## src/sv/lifn_pkg.sv

```systemverilog
// Shared types and constants for the leaky integrate-and-fire neuron update block.
// Used by lifn_front, lifn_back and lif_neuron_update; depends on nothing else.

package lifn_pkg;

	localparam int NEURONS   = 1024;
	localparam int MAX_WRAPS = 15;

	localparam int NEURON_AW = $clog2(NEURONS);
	localparam int WRAP_W    = $clog2(MAX_WRAPS + 1);

	localparam int INDEX_W = 10;
	localparam int POT_W   = 32;
	localparam int STEP_W  = 32;
	localparam int DECAY_W = 16;
	localparam int REFR_W  = 16;

	localparam int IN_TDATA_W  = 80;
	localparam int OUT_TDATA_W = 48;
	localparam int CFG_IDX_W   = 3;
	localparam int CFG_DATA_W  = 32;

	// Configuration register indexes.
	localparam logic [CFG_IDX_W-1:0] REG_DECAY_FACTOR     = 3'd0;
	localparam logic [CFG_IDX_W-1:0] REG_THRESHOLD_LEVEL  = 3'd1;
	localparam logic [CFG_IDX_W-1:0] REG_RESET_LEVEL      = 3'd2;
	localparam logic [CFG_IDX_W-1:0] REG_REFRACTORY_STEPS = 3'd3;
	localparam logic [CFG_IDX_W-1:0] REG_RESET_MODE       = 3'd4;

	// Reset-mode codes.
	localparam logic MODE_SET_LEVEL   = 1'b0;
	localparam logic MODE_SUBTRACT    = 1'b1;

	// One input word; the neuron index sits in the lowest bits.
	typedef struct packed {
		logic        [STEP_W-1:0]  sim_step;
		logic signed [POT_W-1:0]   synaptic_increment;
		logic        [INDEX_W-1:0] neuron_index;
	} lifn_item_t;

	// One result word; the echoed index sits in the lowest bits.
	typedef struct packed {
		logic                      wrap_fault;
		logic signed [POT_W-1:0]   new_potential;
		logic                      was_refractory;
		logic                      spiked;
		logic        [INDEX_W-1:0] out_index;
	} lifn_result_t;

	typedef struct packed {
		logic        [DECAY_W-1:0] decay_factor;
		logic signed [POT_W-1:0]   threshold_level;
		logic signed [POT_W-1:0]   reset_level;
		logic        [REFR_W-1:0]  refractory_steps;
		logic                      reset_mode;
	} lifn_cfg_t;

endpackage

```

## src/sv/lifn_front.sv

```systemverilog
// Front end of the neuron update block: accepts input words into a two-entry queue.
// Depends on lifn_pkg for the input word type.

module lifn_front (
	input  logic                                clk,
	input  logic                                arst_n,
	input  logic                                s_tvalid,
	output logic                                s_tready,
	input  logic [lifn_pkg::IN_TDATA_W-1:0]     s_tdata,
	input  logic                                hold,
	output logic                                q_valid,
	output lifn_pkg::lifn_item_t                q_item,
	input  logic                                q_pop
);

	lifn_pkg::lifn_item_t slot_q [2];
	logic                 wr_ptr_q;
	logic                 rd_ptr_q;
	logic [1:0]           count_q;
	logic                 push;
	logic                 pop;

	// No words are taken while the state memory is being cleared.
	assign s_tready = !hold && (count_q != 2'd2);
	assign push     = s_tvalid && s_tready;
	assign q_valid  = (count_q != 2'd0);
	assign pop      = q_pop && q_valid;
	assign q_item   = slot_q[rd_ptr_q];

	always_ff @(posedge clk) begin
		if (push) begin
			slot_q[wr_ptr_q] <= lifn_pkg::lifn_item_t'(s_tdata[$bits(lifn_pkg::lifn_item_t)-1:0]);
		end
	end

	always_ff @(posedge clk or negedge arst_n) begin
		if (!arst_n) begin
			wr_ptr_q <= 1'b0;
			rd_ptr_q <= 1'b0;
			count_q  <= 2'd0;
		end else begin
			if (push) begin
				wr_ptr_q <= !wr_ptr_q;
			end
			if (pop) begin
				rd_ptr_q <= !rd_ptr_q;
			end
			case ({push, pop})
				2'b10:   count_q <= count_q + 2'd1;
				2'b01:   count_q <= count_q - 2'd1;
				default: count_q <= count_q;
			endcase
		end
	end

endmodule

```

## config.mk

```make
export PLATFORM = sky130hd
export DESIGN_NAME = lifn_front
export DESIGN_NICKNAME = d
export VERILOG_FILES = /design/src/sv/lifn_pkg.sv /design/src/sv/lifn_front.sv
export SDC_FILE = /design/constraint.sdc
export NUM_CORES = 1
export LEC_CHECK = 0
export BUFFER_PORTS_ARGS = -buffer_cell sky130_fd_sc_hd__buf_4
export CAP_MARGIN = 10
export CORE_ASPECT_RATIO = 1.5
export CORE_UTILIZATION = 44
export DETAILED_ROUTE_END_ITERATION = 10
export PLACE_DENSITY = 0.69
export RECOVER_POWER = 100
export REMOVE_ABC_BUFFERS = 1
export SETUP_SLACK_MARGIN = 0.05
export SYNTH_ARGS = -nofsm -noshare
export SYNTH_HDL_FRONTEND = slang
export SYNTH_SLANG_ARGS = --single-unit
```

## constraint.sdc

```tcl
create_clock -name clk -period 13.9 [get_ports clk]
set_clock_uncertainty 0.1 [all_clocks]
set_input_delay 3.475 -clock clk [delete_from_list [all_inputs] [get_ports clk]]
set_output_delay 3.475 -clock clk [all_outputs]
set_load 0.05 [all_outputs]
```

Yosys cells after proc, flatten, opt, wreduce, memory -nomap -nowiden
Memory sizes are Yosys's and may differ from the RTL's.
Cells that the tools add are included.
{"block": "word_totals", "ff_bits": 4, "ram_bits": 148, "inputBits": 85, "out_inout_bits": 76, "word_cells": 20, "mem_count": 1}
{"block": "op_classes", "add_sub_neg": 2, "eq_ne": 3, "mux": 3, "reduce_logical": 8}
{"name": "slot_q", "depth": 2, "width": 74, "read_ports": 1, "rd_ports_with_merged_regs": 0, "wr": 1, "line": "lifn_front.sv:16", "source": "lifn_pkg::lifn_item_t slot_q [2];"}
{"op": "$pmux W2 S2", "count": 1}
{"op": "$reduce_bool A2 Y1", "count": 2}
{"op": "$logic_and A1 B1 Y1", "count": 3}
{"op": "$logic_not A1 Y1", "count": 3}
{"op": "$add A2 B1 Y2 const B", "count": 1}
{"op": "$eq A2 B1 Y1 const B", "count": 1}
{"op": "$eq A2 B2 Y1 const B", "count": 1}
{"op": "$mux W1", "count": 2}
{"op": "$ne A2 B2 Y1 const B", "count": 1}
{"op": "$sub A2 B1 Y2 const B", "count": 1}

Logic depth before layout (Yosys ltp)
{"block": "depth", "ltp_word": 5, "mapped_depth": 6, "mapped_depth_nobuf": 6}

Worst setup path after synthesis
Ideal clock, no wire load.
{"block": "synth_path", "kind": "input-to-output", "startpoint": "input hold", "endpoint": "output s_tready", "t_arrival_ns": 4.235, "required_ns": 10.325, "setup_slack_ns": 6.090, "cell_stages": 1, "path_buffers": 0, "path_cell_list": "a21oi_1"}
{"block": "synth_between", "elab_chain_len": 2}
{"element": "start, declared", "line": "lifn_front.sv:10", "source": "input logic hold,"}
{"element": "$logic_not A1 Y1", "line": "lifn_front.sv:24", "source": "assign s_tready = !hold && (count_q != 2'd2);"}
{"element": "$logic_and A1 B1 Y1", "line": "lifn_front.sv:24"}
{"element": "end, declared", "line": "lifn_front.sv:8", "source": "output logic s_tready,"}
No other way between the ends.

==> results.cfg <==
[outcome]
status = complete, but fails checks
violations = capacitance limit, slew limit

[synth]
synthSimpleGateAreaFrac = 0.00456
ys_types = 17
synth.area.mux_share = 0.177
ys_seq_elements = 152
synth_top_family_by_area = multiplexers
synth-compound-area-share = 0.00239
syn_area_per_cell_um2 = 23.0
syn_inst = 250
ys_seq_area_frac = 0.789
ys_warn_count = 0
synth_xor_xnor_area_share = 0.00891
synth-adder-area-share = 0.00217
syn_area_mm2 = 0.00576

[pwr]
ir_drop_mv = 0.166
p_int_w = 0.00105
comb_power_share = 0.351
switching_power_w = 0.000614
p_per_area_mw_per_mm2 = 228
p_clk_frac = 0.280
power.share.switching = 0.368
leakagePower_nw = 2.64
power_frac_seq = 0.368

[job]
cap_violations = 4

[detailed_routing]
drcViolationCount = 0
wl_per_cell_um = 17.0
viasPerCell = 4.83
first_iter_violations = 104
vias = 2833
wl_mm = 9.96
dr.pass1.iters = 4
drtAntennaViolNets = 0

[timing]
worst_pin_slew_ns = 3.65
fmax_ghz = 0.124
rsz0062_at_grt = no
setup_viol = 0
fin_crit_ns = 8.05
fin_setup_tns_ns = 0
relSlewSlack = -1.43
slew_violations = 207
hold_viol = 0
fin_crit_sh = 0.579
holdWs_ns = 0.430

[worst_setup_path]
critPathArrivalTime_ns = 4.47
crit_type = flop to output port
cp_max_fo = 40
cp.required_ns = 10.32
end_kind = output port
cp-start-kind = flop

[floorplan]
ioPinCount = 161
die_area_mm2 = 0.0136
core_mm2 = 0.0126
dieHeight_um = 142
fp-row-count = 50
die_w_um = 95.4
start_util = 0.456

[clock_tree]
cts_resized = 0
cts_buffers = 17
cts_setup_buffers = 0
clkLatencyLatePin_ns = 0.40
cts-root-buf = clkbuf_16
clk_path_buf_depth = 2
hold_buffers = 0
clkTransAtPathRegs_ns = 0.05
htree_levels = 4
clock-sinks = 152
cts_tree = yes

[global_route]
grt_util_all_layers = 0.155
grt_pass1_wl_mm = 14.8
grt_max_degree = 65
grt_pass1_vias = 3025
grt-ovfl-total = 0
antenna_found_initial = 0

[placement]
io_buffers = 154
placed_cells = 555
hpwlAfterDp_mm = 6.57
placed_cell_area_mm2 = 0.00707
place_congestion = 0.704

[finish]
fin_area_mm2 = 0.00732
drive_above_1_share = 0.395
fin_nets = 504
fin_cells = 586
synthToLayoutAreaGrowth_pct = 27.1
diodes = 0

[hold_path]
worst_hold_path_type = flop to flop
==> cell families after synthesis <==
group                      count (synthesis)
adders and majority gates                  1
DFF                                      152
buffers and inverters                     11
and+or+nand+nor                            5
muxes                                     74
xor gates and xnor gates                   5
AOI/OAI and AO/OA                          2
==> path summary, 6_finish.rpt <==
kind / from / to / slack [ns] / cells past startpoint
worst min register to register: count_q[1] / count_q[1] / 0.43 / 1
min in group asynchronous: arst_n / count_q[0] / 2.80 / 1
max in group asynchronous: arst_n / count_q[1] / 10.70 / 1
worst min-delay path: count_q[1] / count_q[1] / 0.43 / 1
worst max-delay path: rd_ptr_q / q_item[67] / 5.85 / 3
worst max register to register: count_q[0] / slot_q[0][11] / 9.08 / 4
==> synth_stat cells <==
master    number  area share
a21oi_1        1     0.00087
buf_6          6       0.012
ha_1           1      0.0022
or2_1          1      0.0011
xor2_1         2      0.0030
and2_4         1      0.0015
edfxtp_1     148        0.77
buf_2          2      0.0017
mux2_2        24       0.047
inv_1          2      0.0013
mux2_4        50        0.13
nor2_1         3      0.0020
xnor2_1        2      0.0030
a211o_1        1      0.0015
xnor2_2        1      0.0028
dfrtp_1        4       0.017
inv_2          1     0.00065
==> flip-flops by register name, indices dropped and copies added (netlist names) <==
| register | flops |
|---|---|
| rd_ptr_q | 1 |
| slot_q | 148 |
| count_q | 2 |
| wr_ptr_q | 1 |
==> cell type report <==
| cell class | count | area (µm²) |
|---|---|---|
| Clock inverter | 12 | 175 |
| Clock buffer | 19 | 433 |
| Multi-Input combinational cell | 87 | 942 |
| Tap cell | 156 | 195 |
| Timing Repair Buffer | 157 | 1020 |
| Fill cell | 1049 | 5320 |
| Inverter | 3 | 11.3 |
| Sequential cell | 152 | 4540 |
==> critical path: stages, from the launching register on <==
cell	delay, ns
dfrtp_1	1.38
clkbuf_1	1.72
mux2_2	0.41
clkbuf_1	0.54
==> cell usage in the layout, fill, tap and decap left out, types with 3 or more instances in the layout <==
cell type	instances
edfxtp_1	148
clkbuf_4	62
buf_4	52
mux2_1	48
clkbuf_1	45
mux2_2	24
clkbuf_16	17
bufinv_16	4
dfrtp_1	4
nor2_1	3
==> metal layers <==
metal  share of wire  track usage
met3           0.042       0.0550
met2            0.58        0.286
met5               0            0
met1            0.36        0.152
met4           0.019       0.0652
==> metrics by stage <==
stage / power [W] / utilization / worst slack (ns)
6_report: 0.00167 / 0.579 / 5.85
5_1_grt: 0.00173 / 0.579 / 5.46
4_1_cts: 0.00177 / 0.608 / 6.39
3_5_place_dp: 0.00130 / 0.560 / 6.39
3_3_place_gp: 0.00129 / 0.560 / 6.40
2_1_floorplan: 0.00114 / - / 6.09
==> power groups by stage <==
stage	Clock (W)	Combinational (W)	Sequential (W)
after floorplan	0	0.000496	0.000639
after global placement	0	0.000670	0.000623
after detailed placement	0	0.000672	0.000626
after CTS	0.000478	0.000673	0.000618
after global routing	0.000495	0.000613	0.000622
final	0.000468	0.000586	0.000614
No activity file was read; power rests on OpenSTA's default activity.
